--- src/rtl/vlpd_pkg.sv ---
// Shared types and constants for the varint length-prefix deframer.
// Depends on nothing; imported by vlpd_parser and the top level.
package vlpd_pkg;

    // Stream byte and length widths.
    localparam int unsigned ByteW   = 8;
    localparam int unsigned LenW    = 32;
    localparam int unsigned GroupW  = 7;
    // A varint length carries at most five groups; index 4 is the last.
    localparam int unsigned GrpIdxW = 3;
    localparam logic [GrpIdxW-1:0] LastGroup = 3'd4;

    localparam logic [LenW-1:0] DefaultMaxLen = 32'(2 * 1024 * 1024);

    // Parser phases.
    typedef enum logic [1:0] {
        PH_VERSION = 2'd0,
        PH_LENGTH  = 2'd1,
        PH_BODY    = 2'd2,
        PH_HALTED  = 2'd3
    } t_phase;

    // Result kinds.
    typedef logic [1:0] t_kind;
    localparam t_kind KIND_PAYLOAD = 2'd0;
    localparam t_kind KIND_VERSION = 2'd1;
    localparam t_kind KIND_ERROR   = 2'd2;

    // Error codes.
    typedef logic t_err;
    localparam t_err ERR_TOO_LARGE  = 1'b0;
    localparam t_err ERR_BAD_VARINT = 1'b1;

    // One result request from the parser to the output register.
    typedef struct packed {
        logic             valid;
        t_kind            kind;
        logic [ByteW-1:0] data;
        logic             eom;
        t_err             err;
    } t_result;

endpackage

--- src/rtl/vlpd_parser.sv ---
// Phase state machine and length/body counters of the deframer.
// Depends on vlpd_pkg; produces one optional result per accepted byte.
module vlpd_parser (
    input  logic                         i_clk,
    input  logic                         i_rst_n,
    input  logic                         i_accept,
    input  logic [vlpd_pkg::ByteW-1:0]   i_byte,
    input  logic [vlpd_pkg::LenW-1:0]    i_max_len,
    output vlpd_pkg::t_result            o_result
);
    import vlpd_pkg::*;

    t_phase              r_phase, n_phase;
    logic [LenW-1:0]     r_acc, n_acc;
    logic [GrpIdxW-1:0]  r_grp, n_grp;
    logic [LenW-1:0]     r_rem, n_rem;

    logic [GroupW-1:0]   group;
    logic                cont;
    logic [LenW-1:0]     placed;
    logic [LenW-1:0]     merged;
    logic                too_large;
    logic                bad_varint;
    logic                last_body;

    assign group = i_byte[GroupW-1:0];
    assign cont  = i_byte[ByteW-1];

    // Place the seven-bit group at its position; the fifth group loses its top bits.
    always_comb begin
        unique case (r_grp)
            3'd0:    placed = {25'd0, group};
            3'd1:    placed = {18'd0, group, 7'd0};
            3'd2:    placed = {11'd0, group, 14'd0};
            3'd3:    placed = {4'd0, group, 21'd0};
            3'd4:    placed = {group[3:0], 28'd0};
            default: placed = '0;
        endcase
    end

    assign merged     = r_acc | placed;
    assign too_large  = !cont && (merged > i_max_len);
    assign bad_varint = cont && (r_grp == LastGroup);
    assign last_body  = (r_rem == 32'd1);

    // Next state.
    always_comb begin
        n_phase = r_phase;
        n_acc   = r_acc;
        n_grp   = r_grp;
        n_rem   = r_rem;
        if (i_accept) begin
            unique case (r_phase)
                PH_VERSION: begin
                    n_phase = PH_LENGTH;
                    n_acc   = '0;
                    n_grp   = '0;
                end
                PH_LENGTH: begin
                    n_acc = merged;
                    n_grp = r_grp + 3'd1;
                    priority if (too_large || bad_varint) begin
                        n_phase = PH_HALTED;
                    end else if (cont) begin
                        n_phase = PH_LENGTH;
                    end else if (merged == '0) begin
                        // Empty message: start on the next length at once.
                        n_acc = '0;
                        n_grp = '0;
                    end else begin
                        n_rem   = merged;
                        n_phase = PH_BODY;
                    end
                end
                PH_BODY: begin
                    n_rem = r_rem - 32'd1;
                    if (last_body) begin
                        n_phase = PH_LENGTH;
                        n_acc   = '0;
                        n_grp   = '0;
                    end
                end
                PH_HALTED: begin
                    n_phase = PH_HALTED;
                end
                default: n_phase = PH_HALTED;
            endcase
        end
    end

    // Result for the byte on the input.
    always_comb begin
        o_result = '0;
        unique case (r_phase)
            PH_VERSION: begin
                o_result.valid = 1'b1;
                o_result.kind  = KIND_VERSION;
                o_result.data  = i_byte;
            end
            PH_LENGTH: begin
                if (too_large || bad_varint) begin
                    o_result.valid = 1'b1;
                    o_result.kind  = KIND_ERROR;
                    o_result.err   = too_large ? ERR_TOO_LARGE : ERR_BAD_VARINT;
                end
            end
            PH_BODY: begin
                o_result.valid = 1'b1;
                o_result.kind  = KIND_PAYLOAD;
                o_result.data  = i_byte;
                o_result.eom   = last_body;
            end
            PH_HALTED: begin
                o_result.valid = 1'b0;
            end
            default: o_result = '0;
        endcase
    end

    // State registers.
    always_ff @(posedge i_clk) begin
        if (!i_rst_n) begin
            r_phase <= PH_VERSION;
            r_acc   <= '0;
            r_grp   <= '0;
            r_rem   <= '0;
        end else begin
            r_phase <= n_phase;
            r_acc   <= n_acc;
            r_grp   <= n_grp;
            r_rem   <= n_rem;
        end
    end

endmodule

--- src/rtl/varint_length_prefix_deframer_top.sv ---
// Top level of the varint length-prefix deframer: stream ports, limit register,
// output register. Depends on vlpd_pkg and vlpd_parser.
//
// The block takes one stream byte per cycle and answers each with at most one
// item in the cycle after: the first byte after reset comes out as a version item,
// then each message is a little-endian base-128 length followed by that many
// payload bytes, the last one flagged on tlast. A zero length produces nothing.
// A length above the limit register, or a length whose fifth byte still has its
// continuation bit set, produces one error item and the block then drops all
// input until reset. The only stall comes from the single output register,
// which frees as soon as the downstream side takes it.
// Write the limit register only while no traffic is in flight.
module varint_length_prefix_deframer_top (
    input  logic        i_clk,
    input  logic        i_rst_n,
    // Limit register write.
    input  logic        i_cfg_wr_en,
    input  logic [31:0] i_cfg_wr_data,      // max_message_length
    // Byte stream in.
    input  logic        i_s_axis_tvalid,
    output logic        o_s_axis_tready,
    input  logic [7:0]  i_s_axis_tdata,     // [7:0] stream_byte
    // Items out.
    output logic        o_m_axis_tvalid,
    input  logic        i_m_axis_tready,
    output logic [7:0]  o_m_axis_tdata,     // [7:0] item_byte
    output logic        o_m_axis_tlast,     // end_of_message
    output logic [2:0]  o_m_axis_tuser      // [1:0] item_kind, [2] length error type
);
    import vlpd_pkg::*;

    logic [LenW-1:0] r_max_len;
    logic            r_out_valid;
    t_kind           r_kind;
    logic [ByteW-1:0] r_data;
    logic            r_eom;
    t_err            r_err;
    logic            in_accept;
    t_result         result;

    // Accept whenever the output register is empty or being emptied.
    assign o_s_axis_tready = !r_out_valid || i_m_axis_tready;
    assign in_accept       = i_s_axis_tvalid && o_s_axis_tready;

    // Limit register.
    always_ff @(posedge i_clk) begin
        if (!i_rst_n) begin
            r_max_len <= DefaultMaxLen;
        end else if (i_cfg_wr_en) begin
            r_max_len <= i_cfg_wr_data;
        end
    end

    vlpd_parser u_parser (
        .i_clk     (i_clk),
        .i_rst_n   (i_rst_n),
        .i_accept  (in_accept),
        .i_byte    (i_s_axis_tdata),
        .i_max_len (r_max_len),
        .o_result  (result)
    );

    // Output register valid.
    always_ff @(posedge i_clk) begin
        if (!i_rst_n) begin
            r_out_valid <= 1'b0;
        end else if (in_accept) begin
            r_out_valid <= result.valid;
        end else if (i_m_axis_tready) begin
            r_out_valid <= 1'b0;
        end
    end

    // Output register payload.
    always_ff @(posedge i_clk) begin
        if (in_accept && result.valid) begin
            r_kind <= result.kind;
            r_data <= result.data;
            r_eom  <= result.eom;
            r_err  <= result.err;
        end
    end

    assign o_m_axis_tvalid = r_out_valid;
    assign o_m_axis_tdata  = r_data;
    assign o_m_axis_tlast  = r_eom;
    assign o_m_axis_tuser  = {r_err, r_kind};

    // End of message is only ever flagged on a payload byte.
    a_eom_payload: assert property (@(posedge i_clk) disable iff (!i_rst_n)
        (o_m_axis_tvalid && o_m_axis_tlast) |-> (o_m_axis_tuser[1:0] == KIND_PAYLOAD))
        else $error("end of message on a non-payload item");

    // Error items carry a zero byte.
    a_err_zero: assert property (@(posedge i_clk) disable iff (!i_rst_n)
        (o_m_axis_tvalid && o_m_axis_tuser[1:0] == KIND_ERROR) |-> (o_m_axis_tdata == '0))
        else $error("error item with nonzero byte");

    // Once an error item is taken the block stays silent.
    a_halt_silent: assert property (@(posedge i_clk) disable iff (!i_rst_n)
        (o_m_axis_tvalid && i_m_axis_tready && o_m_axis_tuser[1:0] == KIND_ERROR)
        |=> !o_m_axis_tvalid)
        else $error("item produced after an error");

    // Every item carries one of the three defined kinds.
    a_no_kind3: assert property (@(posedge i_clk) disable iff (!i_rst_n)
        o_m_axis_tvalid |-> (o_m_axis_tuser[1:0] == KIND_PAYLOAD ||
                             o_m_axis_tuser[1:0] == KIND_VERSION ||
                             o_m_axis_tuser[1:0] == KIND_ERROR))
        else $error("undefined item kind");

endmodule
--- config.mk ---
export PLATFORM = sky130hd
export DESIGN_NAME = varint_length_prefix_deframer_top
export DESIGN_NICKNAME = d
export VERILOG_FILES = /design/src/rtl/vlpd_pkg.sv /design/src/rtl/vlpd_parser.sv /design/src/rtl/varint_length_prefix_deframer_top.sv
export SDC_FILE = /design/constraint.sdc
export NUM_CORES = 1
export LEC_CHECK = 0
export BUFFER_PORTS_ARGS = -buffer_cell sky130_fd_sc_hd__buf_4
export CAP_MARGIN = 40
export CELL_PAD_IN_SITES_DETAIL_PLACEMENT = 0
export CELL_PAD_IN_SITES_GLOBAL_PLACEMENT = 1
export CORE_MARGIN = 1.5
export CORE_UTILIZATION = 30
export DETAILED_ROUTE_END_ITERATION = 8
export GPL_TIMING_DRIVEN = 0
export PLACE_DENSITY = 0.71
export SETUP_SLACK_MARGIN = 0.3
export SLEW_MARGIN = 20
export SYNTH_ARGS = -nofsm -noshare
export SYNTH_HDL_FRONTEND = slang
export SYNTH_SLANG_ARGS = --single-unit
--- constraint.sdc ---
create_clock -name i_clk -period 4.05 [get_ports i_clk]
set_input_delay 0.405 -clock i_clk [delete_from_list [all_inputs] [get_ports i_clk]]
set_output_delay 0.405 -clock i_clk [all_outputs]
set_load 0.05 [all_outputs]
==> flow_summary.ini, run 1 <==
[status]
outcome = completed

[setup_path]
crit_fanout = 10
critPathRequiredTime_ns = 4.41
r2r_slack_ns = 0.41
worstSetupEndpointType = flip-flop
start_kind = flip-flop
crit_arrival_ns = 4.00
startpoint = u_parser.r_grp[0]
worst_path_max_delay_cell = dfxtp_4
max_stage_delay_ns = 0.37
critPathKind = reg -> reg
r2r-end = u_parser.r_rem[31]
worstPathCellList = inv_4, ha_1, and2_1, buf_2, nand2_1, nand2b_1, ha_1, nand4_1, nor4_4, nand3_2, a21oi_4, buf_4, nor3_2, buf_4, nor2_2, a32o_1
reg2reg_depth = 16
r2r_start = u_parser.r_grp[0]

[sta]
setup-violations-final = 0
tightest_slew_ns = 0.795
max_freq_mhz = 275
fin_setup_tns_ns = 0
rsz0062_at_grt = yes
slew_viol_final = 0
hold_viol_final = 0
period_minus_slack_ns = 3.64
holdWs_ns = 0.216
slew_headroom_pct = 47.0
fin_crit_sh_pct = 89.9
fin_ws_ns = 0.409
final.setup_skew_ns = 0.00692

[floorplanning]
coreArea_mm2 = 0.0202
dieArea_mm2 = 0.0215
rows = 52
die_h_um = 147
start_util_pct = 30.6
pin_count = 59
die_w_um = 147

[synthesis]
synth_mux_area_share_pct = 5.49
yosysTopAreaCellShare_pct = 32.9
synthArstFlopShare_pct = 0
syn_inst = 733
synth_area_leaders = dfxtp_1 33%, ha_1 7.9%, nor2_1 6.1%
yosysMostFrequentCell = dfxtp_1
synth-simple-area-share_pct = 24.1
ys.flop_type = dfxtp_1
synth_area_mm2 = 0.00620
ys_seq_area_share_pct = 38.8
synthAdderAreaFrac_pct = 7.87
synth-xor-area-share_pct = 0
synthTopCellsByCount = 102 x dfxtp_1, 101 x nor2_1, 71 x nand2_1
avgSynthCellArea_um2 = 8.46
syn_nets = 817
yosysUniqueCellTypes = 65
yosys.area.top_type = dfxtp_1
synth_warnings = 0
synth-compound-area-share_pct = 17.9
synth_seq_cells = 114
synth_edf_count = 12
synth_top_family_by_area = simple AND/OR/NAND/NOR gates

[global_route]
grt.total_usage_pct = 18.0
grt_pass1_vias = 5414
grt_first_pass_wirelength_um = 29700
grt_max_degree = 17
antenna_found_initial = 0
grt_overflow = 0

[clock_tree]
htreeDepth = 4
clk_path_buf_depth = 2
cts_buffers = 17
worstSkewPairLatency_ns = 0.42
cts.sinks = 114
clockRootBuffer = clkbuf_16
path_clk_slew_ns = 0.05
tritoncts = yes

[hold_path]
min_from = i_cfg_wr_data[18]
hold_end = r_max_len[18]
hold_class = in -> reg
holdPathStages = 3

[pwr]
leakagePower_nw = 3.36
power_density_mw_per_mm2 = 396
ir_drop_v = 0.000299

[placement]
port-buffer-count = 52
place_ws_ns = -0.470
hpwl_um = 14100
gp_congestion = 0.846

[route]
first_iter_violations = 388
firstDrtPassIters = 5
drc = 0
post_drt_wl_per_cell_um = 17.3
ant_nets = 0
wl_um = 19300
via_per_inst = 5.07
vias = 5644

[layout]
syn2layout_area_growth_pct = 30.1
diodes = 0
fill_cells = 2082
layout-drive-gt1-share_pct = 21.8
fin_nets = 915
finish.utilization_pct = 39.9

[job]
cap_violations = 0
area by class of cell:
cell class              count  area (um^2)  share of cell area, %
flip-flops and latches    114         2410                   29.9
repair buffers             79          627                   7.77
multi-input cells         533         3730                   46.3
plain buffers              38          215                   2.67
clock buffers              24          472                   5.85
well taps                 270          338                   4.19
inverters                  48          183                   2.26
clock inverters             7         85.1                   1.05
critical path: cells and delay by family, from the launching register on:
kind | cells | cell delay, ns
AOI/OAI and AO/OA | 2 | 0.51
adders and majority gates | 2 | 0.58
buffers and inverters | 4 | 0.59
DFF | 1 | 0.37
and+or+nand+nor | 8 | 1.51
per-layer routing:
metal / GRT usage, % / routed length [um]
met1: 23.6 / 9070
met2: 28.9 / 8980
met3: 3.94 / 822
met4: 6.67 / 432
met5: 0 / 0
stage by stage:
step	area, um^2	cells	total power, W
global placement	6940	1055	0.00171
global route	8070	1113	0.00331
CTS	7710	1097	0.00318
finish	8070	1113	0.00319
detailed placement	6960	1057	0.00171
floorplan	6210	733	0.00155
state kept, by name (all words and copies together) (netlist names):
signal	flops
o_m_axis_tdata	8
o_m_axis_tlast	1
o_m_axis_tvalid	1
r_err	1
r_kind	2
r_max_len	32
u_parser.r_acc	32
u_parser.r_grp	3
u_parser.r_phase	2
u_parser.r_rem	32
logic make-up (layout without fill, tap and decap cells):
| family | Yosys count | count (layout) |
|---|---|---|
| compound gates | 161 | 161 |
| mux | 34 | 34 |
| buf+inv | 86 | 196 |
| simple gates | 299 | 299 |
| fa+ha+maj | 39 | 39 |
| flops | 114 | 114 |
power by group:
part           internal (W)  switching (W)  leakage, nW
Combinational      0.000203       0.000325         2.14
Clock              0.000928       0.000522        0.278
Sequential          0.00119      0.0000282        0.949
how the worst max path moves through the flow:
stage                     slack, ns                  to
after detailed placement      -0.47   o_m_axis_tdata[5]
final                          0.41  u_parser.r_rem[31]
after global routing           0.29   u_parser.r_acc[7]
after CTS                      0.30           r_kind[0]
after global placement        -0.43   o_m_axis_tdata[5]
after floorplan                0.40   o_m_axis_tdata[0]
repair_timing:
item,4_1_cts,5_1_grt
setup endpoints to repair,80,79
gates resized for setup,23,59
gates cloned,0,1
hold buffers,0,0
pin swaps,8,19
buffers inserted,9,15
cell usage in the layout, fill, tap and decap left out, drive strengths merged, types with 17 or more instances in the layout:
| master | synthesis | layout |
|---|---|---|
| nor2 | 102 | 102 |
| nor4 | 17 | 17 |
| clkbuf | 23 | 45 |
| o21ai | 24 | 24 |
| nand2b | 29 | 29 |
| mux2i | 34 | 34 |
| inv | 48 | 48 |
| ha | 39 | 39 |
| o21a | 31 | 31 |
| a21oi | 39 | 39 |
| o22ai | 18 | 18 |
| dfxtp | 102 | 102 |
| nand2 | 73 | 73 |
| buf | 15 | 96 |
(Power assumes the default switching activity.)
==> inputs of run 2 (changes only) <==
--- a/config.mk
+++ b/config.mk
@@ -11,6 +11,7 @@
 export CELL_PAD_IN_SITES_GLOBAL_PLACEMENT = 1
 export CORE_MARGIN = 1.5
 export CORE_UTILIZATION = 30
+export CTS_BUF_LIST = sky130_fd_sc_hd__clkbuf_16
 export DETAILED_ROUTE_END_ITERATION = 8
 export GPL_TIMING_DRIVEN = 0
 export PLACE_DENSITY = 0.71
==> run 2 against run 1 <==
Effect of this change:
- critical path depth stayed put
- die area stayed put
- sequential power hardly changed
- critical endpoint is now u_parser.r_rem[17]
- largest power group unchanged
- maximum frequency is 0.44% higher
- final cell count stayed put
- via count is 0.48% higher
- worst hold slack better by 0.0025 ns
- clock power is 3% lower
- sequential share of layout area is 0.074 points higher
==> flow_summary.ini, run 2 (synthesis gave the netlist of run 1 again) <==
[status]
outcome = completed

[setup_path]
r2r_start = u_parser.r_grp[0]
startpoint = u_parser.r_grp[0]
critPathKind = reg -> reg
start_kind = flip-flop
r2r-end = u_parser.r_rem[17]
worstPathCellList = inv_4, ha_1, and2_1, buf_2, nand2_1, nand2b_1, ha_1, nand4_1, nor4_4, nand3_2, a21oi_4, buf_4, nor3_2, buf_4, nor2_2, a32o_1
reg2reg_depth = 16
max_stage_delay_ns = 0.37
critPathTopFamily = simple AND/OR/NAND/NOR gates
cp_num_buf_inv = 4
critPathRequiredTime_ns = 4.41
worst_path_max_delay_cell = dfxtp_4
r2r_slack_ns = 0.43
crit_fanout = 10
worstSetupEndpointType = flip-flop
crit_arrival_ns = 3.98

[floorplanning]
die_w_um = 147
coreArea_mm2 = 0.0202
die_h_um = 147
pin_count = 59
start_util_pct = 30.6
rows = 52
dieArea_mm2 = 0.0215

[hold_path]
hold_end = r_max_len[18]
min_from = i_cfg_wr_data[18]
holdPathStages = 3
hold_class = in -> reg

[sta]
slew_headroom_pct = 46.6
setup-violations-final = 0
tightest_slew_ns = 0.801
max_freq_mhz = 276
fin_crit_sh_pct = 89.5
rsz0062_at_grt = yes
period_minus_slack_ns = 3.62
hold_viol_final = 0
slew_viol_final = 0
final.setup_skew_ns = 0.00601
fin_ws_ns = 0.425

[route]
via_per_inst = 5.10
post_drt_wl_per_cell_um = 17.2
first_iter_violations = 343
vias = 5671
drc = 0
ant_nets = 0
firstDrtPassIters = 5
wl_um = 19200

[clock_tree]
clockRootBuffer = clkbuf_16
htreeDepth = 4
cts_buffers = 17
tritoncts = yes
cts.sinks = 114
clk_path_buf_depth = 2
path_clk_slew_ns = 0.06
postCtsHoldBufs = 0
worstSkewPairLatency_ns = 0.42

[pwr]
finalPower_w = 0.00314
leakagePower_nw = 3.37
ir_drop_v = 0.000296
power_density_mw_per_mm2 = 390

[layout]
layout-drive-gt1-share_pct = 21.6
layout_common_cells = 100 x nor2_1, 99 x dfxtp_1, 73 x buf_4
reg.largest.list = r_max_len x32, u_parser.r_acc x32, u_parser.r_rem x32
diodes = 0
final_cells = 1113
syn2layout_area_growth_pct = 29.8
finish.utilization_pct = 39.8
final_common_cell = nor2_1
fin_nets = 915

[global_route]
grt.total_usage_pct = 18.0
antenna_found_initial = 0
grt_first_pass_wirelength_um = 29700
grt_pass1_vias = 5402
grt_max_degree = 17
grt_overflow = 0

[placement]
dpl.cell_count = 1057
gp_congestion = 0.846
port-buffer-count = 52
place_ws_ns = -0.470
hpwl_um = 14100

[job]
cap_violations = 0
==> run 2: cell count changes in the layout (fill, tap and decap cells not counted), sizes merged <==
cell	before	now
clkbuf	45	38
clkinv	5	7
inv	48	53
==> run 2: metrics by stage <==
stage	TNS (ns)	hold slack (ns)	instance area [um^2]
floorplan	0	0.443	6210
global placement	-13.75	0.463	6940
detailed placement	-15.16	0.471	6960
CTS	0	0.208	7690
global route	0	0.223	8050
finish	0	0.218	8050
==> run 2: repair_timing <==
action | 4_1_cts | 5_1_grt
pin swaps | 8 | 19
setup endpoints to repair | 80 | 79
cloned | 0 | 1
gates resized for setup | 23 | 59
buffers inserted | 9 | 15
==> run 2: layer usage <==
layer  part of all wire, %  track usage [%]
met1                    47             23.6
met2                    47             28.9
met3                   4.2             3.94
met4                   2.0             6.52
met5                     0                0
==> run 2: power breakdown <==
group | total (W) | switching (W) | internal [W]
registers | 0.00121 | 0.0000281 | 0.00119
clock network | 0.00140 | 0.000519 | 0.000877
logic | 0.000526 | 0.000323 | 0.000203
total | 0.00314 | 0.000870 | 0.00227
==> run 2: how the worst max path moves through the flow <==
stage	slack (ns)	cells past startpoint	end
final	0.43	16	u_parser.r_rem[17]
after global routing	0.28	17	u_parser.r_rem[1]
after CTS	0.32	19	u_parser.r_rem[31]
after detailed placement	-0.47	14	o_m_axis_tdata[5]
after global placement	-0.43	14	o_m_axis_tdata[5]
after floorplan	0.40	14	o_m_axis_tdata[0]
==> run 2: cell type report <==
type | count | area, um^2
Sequential cell | 114 | 2410
Inverter | 48 | 183
Multi-Input combinational cell | 533 | 3730
Tap cell | 270 | 338
Clock buffer | 17 | 425
Timing Repair Buffer | 79 | 627
Fill cell | 2084 | 12200
Buffer | 38 | 215
Clock inverter | 14 | 111
==> run 2: worst register-to-register path, cell delays in order (launching register included) <==
cell	delay [ns]
dfxtp_4	0.37
inv_4	0.04
ha_1	0.26
and2_1	0.18
buf_2	0.17
nand2_1	0.10
nand2b_1	0.16
ha_1	0.33
nand4_1	0.19
nor4_4	0.27
nand3_2	0.19
a21oi_4	0.26
buf_4	0.17
nor3_2	0.06
buf_4	0.20
nor2_2	0.36
a32o_1	0.24
==> inputs of run 3 (changes only) <==
--- a/config.mk
+++ b/config.mk
@@ -5,6 +5,7 @@
 export SDC_FILE = /design/constraint.sdc
 export NUM_CORES = 1
 export LEC_CHECK = 0
+export ABC_AREA = 1
 export BUFFER_PORTS_ARGS = -buffer_cell sky130_fd_sc_hd__buf_4
 export CAP_MARGIN = 40
 export CELL_PAD_IN_SITES_DETAIL_PLACEMENT = 0
@@ -14,7 +15,7 @@
 export CTS_BUF_LIST = sky130_fd_sc_hd__clkbuf_16
 export DETAILED_ROUTE_END_ITERATION = 8
 export GPL_TIMING_DRIVEN = 0
-export PLACE_DENSITY = 0.71
+export PLACE_DENSITY = 0.74
 export SETUP_SLACK_MARGIN = 0.3
 export SLEW_MARGIN = 20
 export SYNTH_ARGS = -nofsm -noshare
==> run 3 against run 2 <==
Effect of this change:
- die area up 5.6%
- global-route usage up 0.57 points
- critical path depth up 1
- wire length up 5.4%
- clock skew up 0.0020 ns
- first-iteration DRC count up 26%
- final cell count up 20%
- non-clock buffer count down 19
- worst hold slack worse by 0.016 ns
- sequential cell count unchanged
- largest power group unchanged
==> flow_summary.ini, run 3 <==
[status]
outcome = completed

[placement]
placed_area_mm2 = 0.00732
gp_congestion = 0.895
hpwl_um = 15400
dpl.cell_count = 1300
port-buffer-count = 57

[global_route]
grt_first_pass_wirelength_um = 31800
grt.total_usage_pct = 18.5
grt_overflow = 0
grt_pass1_vias = 5815
antenna_found_initial = 0
grt_max_degree = 17

[pwr]
ir_drop_v = 0.000277
finalPower_w = 0.00351
power_density_mw_per_mm2 = 442
switching_share_pct = 32.5
leakagePower_nw = 3.62
cell_internal_pwr_w = 0.00237
pwr-share-clk_pct = 41.6
pwr-share-comb_pct = 22.7
p_seq_share_pct = 35.7
switchingPower_w = 0.00114

[setup_path]
crit_arrival_ns = 3.80
cp_num_buf_inv = 2
crit_fanout = 10
cpMostUsedCell = nor2_1
worst_path_max_delay_cell = dfxtp_1
critPathTopFamily = simple AND/OR/NAND/NOR gates
worstPathCellList = ha_1, ha_1, inv_1, o21bai_2, ha_1, nand2_1, nor2_1, nand4_1, nor2_1, nand4_1, nand2_1, nand2_1, nand3_2, nand2_2, buf_2, nor2_1, nor2_1
start_kind = flip-flop
worstSetupEndpointType = flip-flop
critPathKind = reg -> reg
max_stage_delay_ns = 0.39
critPathRequiredTime_ns = 4.36

[synthesis]
yosysTopAreaCellShare_pct = 31.2
yosysUniqueCellTypes = 35
synth_area_mm2 = 0.00655
avgSynthCellArea_um2 = 6.77
synthArstFlopShare_pct = 0
synthTopCellsByCount = 221 x nand2_1, 154 x nor2_1, 113 x a21oi_1
syn_nets = 1052
yosys.area.top_type = dfxtp_1
syn_inst = 968
synth_seq_cells = 114
synth_warnings = 0
synth_edf_count = 12
ys.flop_type = dfxtp_1
synth_area_leaders = dfxtp_1 31%, nand2_1 13%, nor2_1 8.8%
ys_seq_area_share_pct = 36.7
yosysMostFrequentCell = nand2_1

[floorplanning]
start_util_pct = 30.9
die_w_um = 151
dieArea_mm2 = 0.0227
die_h_um = 151
coreArea_mm2 = 0.0212
pin_count = 59
rows = 53

[sta]
slew_viol_final = 0
fin_setup_tns_ns = 0
rsz0062_at_grt = no
final.setup_skew_ns = 0.00800
hold_viol_final = 0
tightest_slew_ns = 0.741
setup-violations-final = 0
max_freq_mhz = 286
slew_headroom_pct = 50.6
period_minus_slack_ns = 3.49
fin_crit_sh_pct = 86.2

[clock_tree]
cts_buffers = 17
htreeDepth = 4
tritoncts = yes
cts.sinks = 114
path_clk_slew_ns = 0.06
clockRootBuffer = clkbuf_16
clk_path_buf_depth = 2
worstSkewPairLatency_ns = 0.42
postCtsHoldBufs = 0

[layout]
final_cells = 1332
final_common_cell = nand2_1
fin_nets = 1128
syn2layout_area_growth_pct = 21.3
layout-drive-gt1-share_pct = 11.9
layout_common_cells = 221 x nand2_1, 154 x nor2_1, 110 x a21oi_1
diodes = 0
final_area_mm2 = 0.00795
reg.largest.list = r_max_len x32, u_parser.r_acc x32, u_parser.r_rem x32
finish.utilization_pct = 37.5

[hold_path]
hold_class = in -> reg

[route]
vias = 6351
post_drt_wl_per_cell_um = 15.2
ant_nets = 0
firstDrtPassIters = 5
wl_um = 20200
via_per_inst = 4.77
first_iter_violations = 433
drc = 0

[job]
cap_violations = 0
-- run 3: changes by cell type in the layout (fill, tap and decap cells not counted), sizes merged, moves of 32 or more --
cell | previous run | this run
nand2 | 73 | 225
o21ai | 24 | 60
nand3 | 13 | 45
inv | 53 | 100
nor2 | 102 | 154
a21oi | 39 | 114
-- run 3: power groups by stage --
stage,registers (W),clock network [W],logic [W]
6_report,0.00125,0.00146,0.000797
5_1_grt,0.00126,0.00154,0.000896
4_1_cts,0.00125,0.00149,0.000793
3_5_place_dp,0.00128,0,0.000788
3_3_place_gp,0.00127,0,0.000784
2_1_floorplan,0.00130,0,0.000524
-- run 3: path summary, 6_finish.rpt --
kind	from	endpoint	slack, ns	cells past startpoint
worst max-delay path	u_parser.r_grp[1]	u_parser.r_rem[10]	0.56	17
worst min-delay path	i_cfg_wr_en	r_max_len[21]	0.20	2
worst max register to register	u_parser.r_grp[1]	u_parser.r_rem[10]	0.56	17
worst min register to register	u_parser.r_acc[2]	u_parser.r_acc[2]	0.46	2
-- run 3: cell type report --
class	count	area [um^2]
Clock buffer	17	425
Multi-Input combinational cell	715	3660
Clock inverter	15	143
Timing Repair Buffer	57	428
Fill cell	2351	13300
Inverter	98	368
Buffer	41	180
Sequential cell	114	2400
Tap cell	275	344
-- run 3: stage by stage --
stage	hold WS, ns	setup WS, ns
5_1_grt	0.206	0.352
2_1_floorplan	0.437	1.42
3_3_place_gp	0.444	0.213
3_5_place_dp	0.450	0.197
4_1_cts	0.193	0.314
6_report	0.203	0.559
-- run 3: metal layers --
metal  up-vias  track usage [%]  share of wire, %
li1       3320                -                 -
met1      2851             25.5                49
met2       163             29.6                45
met3        17             3.31               4.9
met4         0             5.49               1.2
met5         -                0                 0
-- run 3: what timing repair did --
item / CTS / global route
resized for setup: 4 / 15
endpoints found under the setup margin: 20 / 51
setup buffers: 0 / 0
pin swaps: 0 / 1
-- run 3: cells by family after synthesis --
family | after synthesis | synth area share, %
adder cells (fa/ha/maj) | 39 | 7.45
buffers and inverters | 139 | 8.29
AO/OA/AOI/OAI | 217 | 18.3
flip-flops | 114 | 36.7
multiplexers | 4 | 0.611
XOR/XNOR | 9 | 1.20
AND/OR/NAND/NOR | 446 | 27.5
